<file path="src/mfrp_pkg.sv">
// Package for the media frame RTP packetizer.
// Holds the shared types, the header constants and the register map.
// It depends on nothing else.
package mfrp_pkg;

  // Header constants.
  localparam logic [31:0] MAGIC_WORD   = 32'h3031_6364;
  localparam logic [7:0]  VERSION_BYTE = 8'h81;
  localparam logic [4:0]  VIDEO_HDR_LAST = 5'd29;
  localparam logic [4:0]  AUDIO_HDR_LAST = 5'd25;
  localparam logic [4:0]  TAIL_START     = 5'd24;
  localparam logic [4:0]  AUDIO_SKIP     = 5'd4;

  // NAL unit kinds that decide the frame type.
  localparam logic [4:0] NAL_NON_IDR = 5'd1;
  localparam logic [4:0] NAL_IDR     = 5'd5;
  localparam logic [4:0] NAL_SPS     = 5'd7;

  // Data type codes of the header's upper nibble.
  localparam logic [2:0] TYPE_I     = 3'd0;
  localparam logic [2:0] TYPE_P     = 3'd1;
  localparam logic [2:0] TYPE_AUDIO = 3'd3;
  localparam logic [2:0] TYPE_OTHER = 3'd4;

  // Subpacket marks.
  localparam logic [1:0] MARK_ONLY   = 2'd0;
  localparam logic [1:0] MARK_FIRST  = 2'd1;
  localparam logic [1:0] MARK_LAST   = 2'd2;
  localparam logic [1:0] MARK_MIDDLE = 2'd3;

  // Register map and reset values.
  localparam int CFG_IDX_W = 3;
  localparam int CFG_DATA_W = 48;
  typedef enum logic [CFG_IDX_W-1:0] {
    REG_SIM_NUMBER    = 3'd0,
    REG_CHANNEL       = 3'd1,
    REG_VIDEO_PT      = 3'd2,
    REG_AUDIO_PT      = 3'd3,
    REG_BODY_LEN      = 3'd4
  } cfg_reg_t;

  localparam logic [47:0] SIM_RESET      = 48'd0;
  localparam logic [7:0]  CHANNEL_RESET  = 8'd1;
  localparam logic [6:0]  VIDEO_PT_RESET = 7'd98;
  localparam logic [6:0]  AUDIO_PT_RESET = 7'd19;
  localparam logic [9:0]  BODY_LEN_RESET = 10'd950;

  // Depth of the queue between front and back end.
  localparam int Q_DEPTH = 2;
  localparam int Q_AW    = $clog2(Q_DEPTH);
  localparam int Q_CW    = Q_AW + 1;

  // Configuration as seen by the datapath.
  typedef struct packed {
    logic [47:0] sim_number;
    logic [7:0]  logical_channel;
    logic [6:0]  video_pt;
    logic [6:0]  audio_pt;
    logic [9:0]  body_len;
  } cfg_t;

  // One classified byte: the data byte, and the packet header if one opens here.
  typedef struct packed {
    logic [7:0]  data;
    logic        eop;
    logic        hdr;
    logic        audio;
    logic [7:0]  pt_byte;
    logic [15:0] serial;
    logic [7:0]  type_byte;
    logic [31:0] frame_time;
    logic [15:0] iframe_int;
    logic [15:0] frame_int;
    logic [9:0]  plen;
  } cmd_t;

endpackage

</file>
<file path="src/media_frame_rtp_packetizer.sv">
// Top level of the media frame RTP packetizer: configuration registers,
// front end, command queue and back end. Depends on mfrp_pkg and the mfrp_ modules.
//
// Frames enter one byte per request, and each byte leaves as one result,
// preceded by a 30-byte video or 26-byte audio header when it opens a packet
// of at most body_len bytes (one when body_len is zero). The output register
// sends one byte a cycle while out_ready allows and commands are queued, and a
// byte that opens a packet leaves after its header bytes. A two-entry command
// queue lets the front end take the next bytes while a header goes out. Bytes
// outside a frame are dropped and give no result. Configuration writes are
// taken at once (cfg_ready is always high) and must come while no request is
// in flight.
module media_frame_rtp_packetizer (
  input  logic                           clk,
  input  logic                           rst_n,
  input  logic                           in_valid,
  output logic                           in_ready,
  input  logic [7:0]                     in_data_byte,
  input  logic                           in_first_of_frame,
  input  logic                           in_is_audio,
  input  logic [19:0]                    in_frame_len,
  input  logic [31:0]                    in_frame_time,
  input  logic [31:0]                    in_now_ms,
  input  logic [4:0]                     in_nal_kind,
  output logic                           out_valid,
  input  logic                           out_ready,
  output logic [7:0]                     out_byte,
  output logic                           out_end_of_packet,
  output logic                           out_end_of_run,
  input  logic                           cfg_valid,
  output logic                           cfg_ready,
  input  logic [mfrp_pkg::CFG_IDX_W-1:0]  cfg_index,
  input  logic [mfrp_pkg::CFG_DATA_W-1:0] cfg_data
);
  import mfrp_pkg::*;

  logic [47:0] sim_r;
  logic [7:0]  channel_r;
  logic [6:0]  video_pt_r;
  logic [6:0]  audio_pt_r;
  logic [9:0]  body_len_r;

  cfg_t cfg;
  cmd_t push_cmd;
  cmd_t head;
  logic push;
  logic pop;
  logic q_full;
  logic q_not_empty;

  assign cfg_ready = 1'b1;
  assign cfg = '{sim_number: sim_r, logical_channel: channel_r, video_pt: video_pt_r,
                 audio_pt: audio_pt_r, body_len: body_len_r};

  // Configuration registers.
  always_ff @(posedge clk) begin
    if (!rst_n) begin
      sim_r      <= SIM_RESET;
      channel_r  <= CHANNEL_RESET;
      video_pt_r <= VIDEO_PT_RESET;
      audio_pt_r <= AUDIO_PT_RESET;
      body_len_r <= BODY_LEN_RESET;
    end else if (cfg_valid && cfg_ready) begin
      unique case (cfg_index)
        REG_SIM_NUMBER: sim_r      <= cfg_data;
        REG_CHANNEL:    channel_r  <= cfg_data[7:0];
        REG_VIDEO_PT:   video_pt_r <= cfg_data[6:0];
        REG_AUDIO_PT:   audio_pt_r <= cfg_data[6:0];
        REG_BODY_LEN:   body_len_r <= cfg_data[9:0];
        default: ;
      endcase
    end
  end

  mfrp_front u_front (
    .clk               (clk),
    .rst_n             (rst_n),
    .in_valid          (in_valid),
    .in_ready          (in_ready),
    .in_data_byte      (in_data_byte),
    .in_first_of_frame (in_first_of_frame),
    .in_is_audio       (in_is_audio),
    .in_frame_len      (in_frame_len),
    .in_frame_time     (in_frame_time),
    .in_now_ms         (in_now_ms),
    .in_nal_kind       (in_nal_kind),
    .cfg               (cfg),
    .q_full            (q_full),
    .push              (push),
    .push_cmd          (push_cmd)
  );

  mfrp_queue u_queue (
    .clk       (clk),
    .rst_n     (rst_n),
    .push      (push),
    .push_cmd  (push_cmd),
    .pop       (pop),
    .full      (q_full),
    .not_empty (q_not_empty),
    .head      (head)
  );

  mfrp_back u_back (
    .clk               (clk),
    .rst_n             (rst_n),
    .cfg               (cfg),
    .q_not_empty       (q_not_empty),
    .head              (head),
    .pop               (pop),
    .out_valid         (out_valid),
    .out_ready         (out_ready),
    .out_byte          (out_byte),
    .out_end_of_packet (out_end_of_packet),
    .out_end_of_run    (out_end_of_run)
  );

`ifndef SYNTH
  // The queue is never written while full.
  assert property (@(posedge clk) disable iff (!rst_n) push |-> !q_full)
    else $error("command queue overflow");

  // The back end only retires a command that is present.
  assert property (@(posedge clk) disable iff (!rst_n) pop |-> q_not_empty)
    else $error("command queue underflow");

  // A packet can only end on the data byte that closes a request.
  assert property (@(posedge clk) disable iff (!rst_n)
                   out_valid && out_end_of_packet |-> out_end_of_run)
    else $error("end of packet on a header byte");
`endif

endmodule

</file>
<file path="src/mfrp_front.sv">
// Front end of the packetizer: accepts frame bytes, tracks frame and packet
// state and classifies each byte into a command for the queue.
// Depends on mfrp_pkg.
module mfrp_front (
  input  logic               clk,
  input  logic               rst_n,
  input  logic               in_valid,
  output logic               in_ready,
  input  logic [7:0]         in_data_byte,
  input  logic               in_first_of_frame,
  input  logic               in_is_audio,
  input  logic [19:0]        in_frame_len,
  input  logic [31:0]        in_frame_time,
  input  logic [31:0]        in_now_ms,
  input  logic [4:0]         in_nal_kind,
  input  mfrp_pkg::cfg_t     cfg,
  input  logic               q_full,
  output logic               push,
  output mfrp_pkg::cmd_t     push_cmd
);
  import mfrp_pkg::*;

  logic [15:0] serial_r, serial_nxt;
  logic [15:0] last_iframe_r, last_iframe_nxt;
  logic [15:0] last_frame_r, last_frame_nxt;
  logic [19:0] frame_left_r, frame_left_nxt;
  logic [9:0]  pkt_left_r, pkt_left_nxt;
  logic        first_pkt_r, first_pkt_nxt;
  logic [2:0]  nibble_r, nibble_nxt;
  logic        audio_r, audio_nxt;
  logic [31:0] ftime_r, ftime_nxt;
  logic [15:0] iint_r, iint_nxt;
  logic [15:0] fint_r, fint_nxt;

  logic        accept;
  logic        new_video;
  logic [15:0] now16;
  logic [9:0]  blen;
  logic        last;
  logic [9:0]  plen;
  logic        need_hdr;
  logic [9:0]  pkt_cur;
  logic [1:0]  mark;
  logic [19:0] e_frame;
  logic [9:0]  e_pkt;
  logic        e_first;
  logic        e_audio;
  logic [2:0]  e_nibble;
  logic [31:0] e_ftime;
  logic [15:0] e_iint;
  logic [15:0] e_fint;

  assign in_ready = !q_full;
  assign accept   = in_valid && in_ready;
  assign now16    = in_now_ms[15:0];
  assign new_video = in_first_of_frame && !in_is_audio;

  // Frame state as it stands once a first byte has latched its fields.
  always_comb begin
    e_audio  = in_first_of_frame ? in_is_audio : audio_r;
    e_frame  = in_first_of_frame ? in_frame_len : frame_left_r;
    e_ftime  = in_first_of_frame ? in_frame_time : ftime_r;
    e_pkt    = in_first_of_frame ? 10'd0 : pkt_left_r;
    e_first  = in_first_of_frame ? 1'b1 : first_pkt_r;
    e_iint   = new_video ? (now16 - last_iframe_r) : iint_r;
    e_fint   = new_video ? (now16 - last_frame_r) : fint_r;
    e_nibble = nibble_r;
    last_iframe_nxt = last_iframe_r;
    last_frame_nxt  = last_frame_r;
    if (in_first_of_frame) begin
      if (in_is_audio) begin
        e_nibble = TYPE_AUDIO;
      end else begin
        last_frame_nxt = now16;
        if (in_nal_kind == NAL_IDR || in_nal_kind == NAL_SPS) begin
          e_nibble = TYPE_I;
          last_iframe_nxt = now16;
        end else if (in_nal_kind == NAL_NON_IDR) begin
          e_nibble = TYPE_P;
        end else begin
          e_nibble = TYPE_OTHER;
        end
      end
    end
  end

  // Packet split: a zero body length acts as one.
  always_comb begin
    blen     = (cfg.body_len == 10'd0) ? 10'd1 : cfg.body_len;
    last     = e_frame <= {10'd0, blen};
    plen     = last ? e_frame[9:0] : blen;
    need_hdr = e_pkt == 10'd0;
    pkt_cur  = need_hdr ? plen : e_pkt;
    if (e_first) begin
      mark = last ? MARK_ONLY : MARK_FIRST;
    end else begin
      mark = last ? MARK_LAST : MARK_MIDDLE;
    end
  end

  // Command for the back end; bytes outside a frame are dropped.
  always_comb begin
    push = accept && (e_frame != 20'd0);
    push_cmd.data       = in_data_byte;
    push_cmd.eop        = pkt_cur == 10'd1;
    push_cmd.hdr        = need_hdr;
    push_cmd.audio      = e_audio;
    push_cmd.pt_byte    = {last, e_audio ? cfg.audio_pt : cfg.video_pt};
    push_cmd.serial     = serial_r;
    push_cmd.type_byte  = {1'b0, e_nibble, 2'b00, mark};
    push_cmd.frame_time = e_ftime;
    push_cmd.iframe_int = e_iint;
    push_cmd.frame_int  = e_fint;
    push_cmd.plen       = plen;
  end

  // Next state on an accepted byte.
  always_comb begin
    serial_nxt     = serial_r;
    frame_left_nxt = e_frame;
    pkt_left_nxt   = e_pkt;
    first_pkt_nxt  = e_first;
    nibble_nxt     = e_nibble;
    audio_nxt      = e_audio;
    ftime_nxt      = e_ftime;
    iint_nxt       = e_iint;
    fint_nxt       = e_fint;
    if (push) begin
      frame_left_nxt = e_frame - 20'd1;
      pkt_left_nxt   = pkt_cur - 10'd1;
      if (need_hdr) begin
        serial_nxt    = serial_r + 16'd1;
        first_pkt_nxt = 1'b0;
      end
    end
  end

  always_ff @(posedge clk) begin
    if (!rst_n) begin
      serial_r      <= '0;
      last_iframe_r <= '0;
      last_frame_r  <= '0;
      frame_left_r  <= '0;
      pkt_left_r    <= '0;
      first_pkt_r   <= 1'b0;
      nibble_r      <= '0;
      audio_r       <= 1'b0;
      ftime_r       <= '0;
      iint_r        <= '0;
      fint_r        <= '0;
    end else if (accept) begin
      serial_r      <= serial_nxt;
      last_iframe_r <= last_iframe_nxt;
      last_frame_r  <= last_frame_nxt;
      frame_left_r  <= frame_left_nxt;
      pkt_left_r    <= pkt_left_nxt;
      first_pkt_r   <= first_pkt_nxt;
      nibble_r      <= nibble_nxt;
      audio_r       <= audio_nxt;
      ftime_r       <= ftime_nxt;
      iint_r        <= iint_nxt;
      fint_r        <= fint_nxt;
    end
  end

endmodule

</file>
<file path="src/mfrp_queue.sv">
// Short command queue between the front and back ends of the packetizer.
// Register based, one write and one read a cycle. Depends on mfrp_pkg.
module mfrp_queue (
  input  logic           clk,
  input  logic           rst_n,
  input  logic           push,
  input  mfrp_pkg::cmd_t push_cmd,
  input  logic           pop,
  output logic           full,
  output logic           not_empty,
  output mfrp_pkg::cmd_t head
);
  import mfrp_pkg::*;

  cmd_t            mem_r [Q_DEPTH];
  logic [Q_AW-1:0] wr_ptr_r;
  logic [Q_AW-1:0] rd_ptr_r;
  logic [Q_CW-1:0] count_r, count_nxt;

  assign full      = count_r == Q_CW'(Q_DEPTH);
  assign not_empty = count_r != '0;
  assign head      = mem_r[rd_ptr_r];

  // Occupancy count.
  always_comb begin
    count_nxt = count_r;
    if (push && !pop) begin
      count_nxt = count_r + 1'b1;
    end else if (pop && !push) begin
      count_nxt = count_r - 1'b1;
    end
  end

  always_ff @(posedge clk) begin
    if (!rst_n) begin
      wr_ptr_r <= '0;
      rd_ptr_r <= '0;
      count_r  <= '0;
    end else begin
      count_r <= count_nxt;
      if (push) begin
        wr_ptr_r <= wr_ptr_r + 1'b1;
      end
      if (pop) begin
        rd_ptr_r <= rd_ptr_r + 1'b1;
      end
    end
  end

  // Storage needs no reset.
  always_ff @(posedge clk) begin
    if (push) begin
      mem_r[wr_ptr_r] <= push_cmd;
    end
  end

endmodule

</file>
<file path="src/mfrp_back.sv">
// Back end of the packetizer: sends the header bytes of a command that opens a packet,
// then its data byte, through a registered output stage. Depends on mfrp_pkg.
module mfrp_back (
  input  logic           clk,
  input  logic           rst_n,
  input  mfrp_pkg::cfg_t cfg,
  input  logic           q_not_empty,
  input  mfrp_pkg::cmd_t head,
  output logic           pop,
  output logic           out_valid,
  input  logic           out_ready,
  output logic [7:0]     out_byte,
  output logic           out_end_of_packet,
  output logic           out_end_of_run
);
  import mfrp_pkg::*;

  logic       out_valid_r;
  logic [7:0] out_byte_r, out_byte_nxt;
  logic       out_eop_r, out_eop_nxt;
  logic       out_eor_r, out_eor_nxt;
  logic [4:0] idx_r, idx_nxt;
  logic       hdr_done_r, hdr_done_nxt;

  logic       load;
  logic       send_hdr;
  logic [4:0] hdr_last;
  logic [4:0] pos;
  logic [7:0] hdr_byte;

  assign out_valid         = out_valid_r;
  assign out_byte          = out_byte_r;
  assign out_end_of_packet = out_eop_r;
  assign out_end_of_run    = out_eor_r;

  assign load     = !out_valid_r || out_ready;
  assign send_hdr = head.hdr && !hdr_done_r;
  assign hdr_last = head.audio ? AUDIO_HDR_LAST : VIDEO_HDR_LAST;
  // Audio headers skip the two video interval fields.
  assign pos      = (head.audio && idx_r >= TAIL_START) ? idx_r + AUDIO_SKIP : idx_r;

  // Header byte at the current position, big-endian.
  always_comb begin
    case (pos)
      5'd0:    hdr_byte = MAGIC_WORD[31:24];
      5'd1:    hdr_byte = MAGIC_WORD[23:16];
      5'd2:    hdr_byte = MAGIC_WORD[15:8];
      5'd3:    hdr_byte = MAGIC_WORD[7:0];
      5'd4:    hdr_byte = VERSION_BYTE;
      5'd5:    hdr_byte = head.pt_byte;
      5'd6:    hdr_byte = head.serial[15:8];
      5'd7:    hdr_byte = head.serial[7:0];
      5'd8:    hdr_byte = cfg.sim_number[47:40];
      5'd9:    hdr_byte = cfg.sim_number[39:32];
      5'd10:   hdr_byte = cfg.sim_number[31:24];
      5'd11:   hdr_byte = cfg.sim_number[23:16];
      5'd12:   hdr_byte = cfg.sim_number[15:8];
      5'd13:   hdr_byte = cfg.sim_number[7:0];
      5'd14:   hdr_byte = cfg.logical_channel;
      5'd15:   hdr_byte = head.type_byte;
      5'd20:   hdr_byte = head.frame_time[31:24];
      5'd21:   hdr_byte = head.frame_time[23:16];
      5'd22:   hdr_byte = head.frame_time[15:8];
      5'd23:   hdr_byte = head.frame_time[7:0];
      5'd24:   hdr_byte = head.iframe_int[15:8];
      5'd25:   hdr_byte = head.iframe_int[7:0];
      5'd26:   hdr_byte = head.frame_int[15:8];
      5'd27:   hdr_byte = head.frame_int[7:0];
      5'd28:   hdr_byte = {6'd0, head.plen[9:8]};
      5'd29:   hdr_byte = head.plen[7:0];
      default: hdr_byte = 8'h00;
    endcase
  end

  // Sequencing of header and data bytes.
  always_comb begin
    pop          = 1'b0;
    idx_nxt      = idx_r;
    hdr_done_nxt = hdr_done_r;
    out_byte_nxt = out_byte_r;
    out_eop_nxt  = out_eop_r;
    out_eor_nxt  = out_eor_r;
    if (load && q_not_empty) begin
      if (send_hdr) begin
        out_byte_nxt = hdr_byte;
        out_eop_nxt  = 1'b0;
        out_eor_nxt  = 1'b0;
        if (idx_r == hdr_last) begin
          idx_nxt      = '0;
          hdr_done_nxt = 1'b1;
        end else begin
          idx_nxt = idx_r + 5'd1;
        end
      end else begin
        out_byte_nxt = head.data;
        out_eop_nxt  = head.eop;
        out_eor_nxt  = 1'b1;
        hdr_done_nxt = 1'b0;
        pop          = 1'b1;
      end
    end
  end

  always_ff @(posedge clk) begin
    if (!rst_n) begin
      out_valid_r <= 1'b0;
      idx_r       <= '0;
      hdr_done_r  <= 1'b0;
    end else begin
      if (load) begin
        out_valid_r <= q_not_empty;
      end
      idx_r      <= idx_nxt;
      hdr_done_r <= hdr_done_nxt;
    end
  end

  // Output payload needs no reset.
  always_ff @(posedge clk) begin
    out_byte_r <= out_byte_nxt;
    out_eop_r  <= out_eop_nxt;
    out_eor_r  <= out_eor_nxt;
  end

endmodule

</file>
<file path="config.mk">
export PLATFORM = sky130hd
export DESIGN_NAME = media_frame_rtp_packetizer
export DESIGN_NICKNAME = d
export VERILOG_FILES = /design/src/mfrp_pkg.sv /design/src/media_frame_rtp_packetizer.sv /design/src/mfrp_front.sv /design/src/mfrp_queue.sv /design/src/mfrp_back.sv
export SDC_FILE = /design/constraint.sdc
export NUM_CORES = 1
export LEC_CHECK = 0
export ABC_AREA = 1
export BUFFER_PORTS_ARGS = -buffer_cell sky130_fd_sc_hd__buf_2
export CAP_MARGIN = 0
export CORE_MARGIN = 2
export CORE_UTILIZATION = 40
export CTS_CLUSTER_DIAMETER = 40
export CTS_CLUSTER_SIZE = 25
export DETAILED_ROUTE_END_ITERATION = 16
export GPL_TIMING_DRIVEN = 1
export PLACE_DENSITY_LB_ADDON = 0.2
export SLEW_MARGIN = 5
export SYNTH_ARGS = -nofsm -noshare
export SYNTH_HDL_FRONTEND = slang
export SYNTH_HIERARCHICAL = 1
export SYNTH_SLANG_ARGS = --single-unit
</file>
<file path="constraint.sdc">
create_clock -name clk -period 10 [get_ports clk]
set_clock_uncertainty 0.2 [all_clocks]
set_input_delay 2 -clock clk [delete_from_list [all_inputs] [get_ports clk]]
set_output_delay 2 -clock clk [all_outputs]
set_load 0.05 [all_outputs]
</file>
==> metrics.txt <==
Post-Route Utilization=47.5%; share of cells above drive strength 1=18.0%; Synth-to-Final Area Change=17.0%; initial antenna violation count=1; Worst-path clk slew=0.05 ns; hold buffer count at cts=0; Vias/cell=5.08; DP Worst Slack=about 2.9 ns; syn avg cell area=about 8.7 um^2; die area=0.0619 mm^2; peak supply drop=roughly 140 uV; DRC Markers=0; largest net degree at the start of global routing=103; Worst EP arrival=roughly 6.5 ns; crit-path max cell delay=0.81 ns; initial core utilization=40.6%; Synth Flop Type=edfxtp_1; Ports=168; Antenna Cells=0; cell area after synthesis=roughly 0.024 mm^2; Setup Fix Bufs, Post-CTS=0; setup TNS=0 ns; status=finished, final reports clean; CP startpoint kind=input port; Slew Viols, Final=0; via count=approximately 19000; RSZ-0062 raised after global routing=no; number of CTS-inserted buffers=between 80 and 90; Synth async-reset ratio=0%; Placed Cells=3586; # nets final=3106; post-route clock period utilization=64.7%; final HPWL from detailed placement=47200 um; Max Fclk=approximately 0.15 GHz; NetSw=about 2.2 mW; Hold WC Path Type=register to register; FP Rows=just under 90; final hold violation count=0; final wirelength=~66000 um; unique cell type count in the Yosys netlist=56; worst endpoint required time=10.04 ns; Initial DRT Pass Iterations=6; Leak Pwr=11.8 nW; number of synthesized register bits=483; Synth Warn #=6; Tmin final=6.47 ns; Worst-Margin Slew=1.17 ns; Die Y=249 um; Combinational Power Share=22.2%; post-synthesis cell count=2771; Routed WL per cell=17.7 um; PwrDens=247 mW/mm^2; CTS tree=built; core area=about 0.059 mm^2; crit-path cells=buf_4, buf_4, o21ai_0, ha_1, nand3_2, nand2_2, inv_1, inv_1, nor2_4, buf_12; max-cap viol count=0; register area share after synthesis=50.5%; Sink Count=483; Pint=4.73 mW; Relative slew margins=21.5%; fillers=between 5000 and 6000; Max FO, Critical Path=85; CP endpoint kind=register; global-route wire length before repair=103000 um; setup ws final=roughly 3.5 ns; 1st-iter DRT viols=roughly 1700; number of global-route vias before repair=18200; Post-synth EDFFs=244; CP Class=input port to register; Setup Viol. Count Final=0; Critical-path top delay cell=nor2_4; Root Buffer=clkbuf_16; GRT Total Usage=21.2%; I/O Buffers=150; Seq pwr share=36.0%; post-route antenna net violation count=0; CTS resizes=0; H-tree level count=3; Sw Share=31.8%; Placer Congestion=0.902; die width=between 200 and 250 um; Clock Power Share=a little over two fifths; Finished Layout Cells=3739; clk_lat worst skew=0.62 ns; Overflow after GRT=0; maximum clock insertion buffer count=3
power groups by stage:
stage                     clock network (mW)  logic [mW]  registers [mW]
after floorplan                            0        1.05            2.60
after detailed placement                   0        1.54            2.54
after CTS                               2.94        1.55            2.50
after global placement                     0        1.52            2.53
after global routing                    3.04        1.69            2.52
final                                   2.89        1.54            2.50
layout make-up:
cell class                 count  area [um^2]  share of cell area (%)
tap                          773          967                    3.45
clock buffer                  95         2200                    7.85
inverter                     308         1160                    4.14
timing repair buffer         168          903                    3.22
multi-input combinational   1854        10000                    35.7
clock inverter                58          694                    2.47
sequential                   483        12100                    43.2
stage by stage:
step / total power, mW / hold WS, ns / instance area [um^2]
after floorplan: 3.65 / 0.223 / 24000
after global placement: 4.05 / 0.233 / 25200
after detailed placement: 4.08 / 0.240 / 25200
after CTS: 6.99 / 0.246 / 28100
after global routing: 7.25 / 0.254 / 28100
final: 6.93 / 0.245 / 28100
cell usage in the layout (no fill, tap or decap), drive strengths merged, types with 5 or more instances in the layout:
cell and n:
nor3 20, clkinv 23, mux2 124, clkbuf 95, and2 10, o31ai 5, xor2 21, o211ai 6
o21ai 209, or2 8, ha 52, nor3b 5, nand2 629, xnor2 9, nor4 5, clkinvlp 7
a21oi 143, nand4 48, bufinv 7, dfxtp 239, nand3 193, edfxtp 244, buf 168, inv 329
nor2 326, a31oi 7
cell families after synthesis:
logic type,count (synthesis),share of synthesized area (%)
buffers and inverters,436,7.88
adder cells (fa/ha/maj),54,2.88
flip-flops,483,50.5
multiplexers,124,6.29
XOR/XNOR,30,1.10
other,2,0.0313
AND/OR/NAND/NOR,1249,22.6
AO/OA/AOI/OAI,393,8.72
flip-flops by register name, indices dropped and copies added (netlist names), 2 cells and up, named ones only:
register               cells
u_back/out_byte            8
channel_r                  8
sim_r                     48
u_front/last_frame_r      16
u_front/frame_left_r      20
u_front/nibble_r           3
u_queue/mem_r            234
u_front/iint_r            16
u_front/pkt_left_r        10
u_front/ftime_r           32
u_back/idx_r               5
u_front/last_iframe_r     16
u_queue/count_r            2
u_front/fint_r            16
audio_pt_r                 7
body_len_r                10
video_pt_r                 7
u_front/serial_r          16
cells in the mapped netlist (21+ instances only):
master / instances / area [um^2]
mux2_2: 94 / 1060
xor2_1: 21 / 184
buf_4: 23 / 173
nand4_1: 48 / 300
dfxtp_1: 239 / 4780
ha_1: 52 / 651
mux2_4: 30 / 450
buf_2: 27 / 135
inv_1: 294 / 1100
nand2_1: 605 / 2270
o21ai_0: 194 / 971
nor2_2: 21 / 131
clkbuf_1: 55 / 206
a21oi_1: 141 / 706
nand3_1: 184 / 921
edfxtp_1: 244 / 7330
nor2_1: 295 / 1110
worst paths after layout:
| check | start | cells past startpoint | to | slack, ns |
|---|---|---|---|---|
| worst max-delay path | in_first_of_frame | 10 | u_queue/mem_r[0][93]$_DFFE_PP_ | 3.53 |
| worst min-delay path | u_front/ftime_r[25]$_SDFFE_PN0P_ | 2 | u_front/ftime_r[25]$_SDFFE_PN0P_ | 0.25 |
| worst max register to register | u_queue/count_r[1]$_SDFFE_PN0P_ | 11 | u_queue/mem_r[0][93]$_DFFE_PP_ | 5.16 |
| worst min register to register | u_front/ftime_r[25]$_SDFFE_PN0P_ | 2 | u_front/ftime_r[25]$_SDFFE_PN0P_ | 0.25 |
metal layers:
metal / wire length, um / GRT usage, % / vias up
li1: - / - / 9452
met1: 30500 / 28.8 / 8860
met2: 29200 / 32.8 / 552
met3: 4160 / 4.15 / 132
met4: 2460 / 9.14 / 2
met5: 13 / 0 / -
critical path, delay by kind of cell:
family / cells / cell delay, ns
AOI/OAI and AO/OA: 1 / 0.44
adders and majority gates: 1 / 0.32
buffers and inverters: 5 / 2.34
and+or+nand+nor: 3 / 1.26
Power figures use the tool's default switching activity.
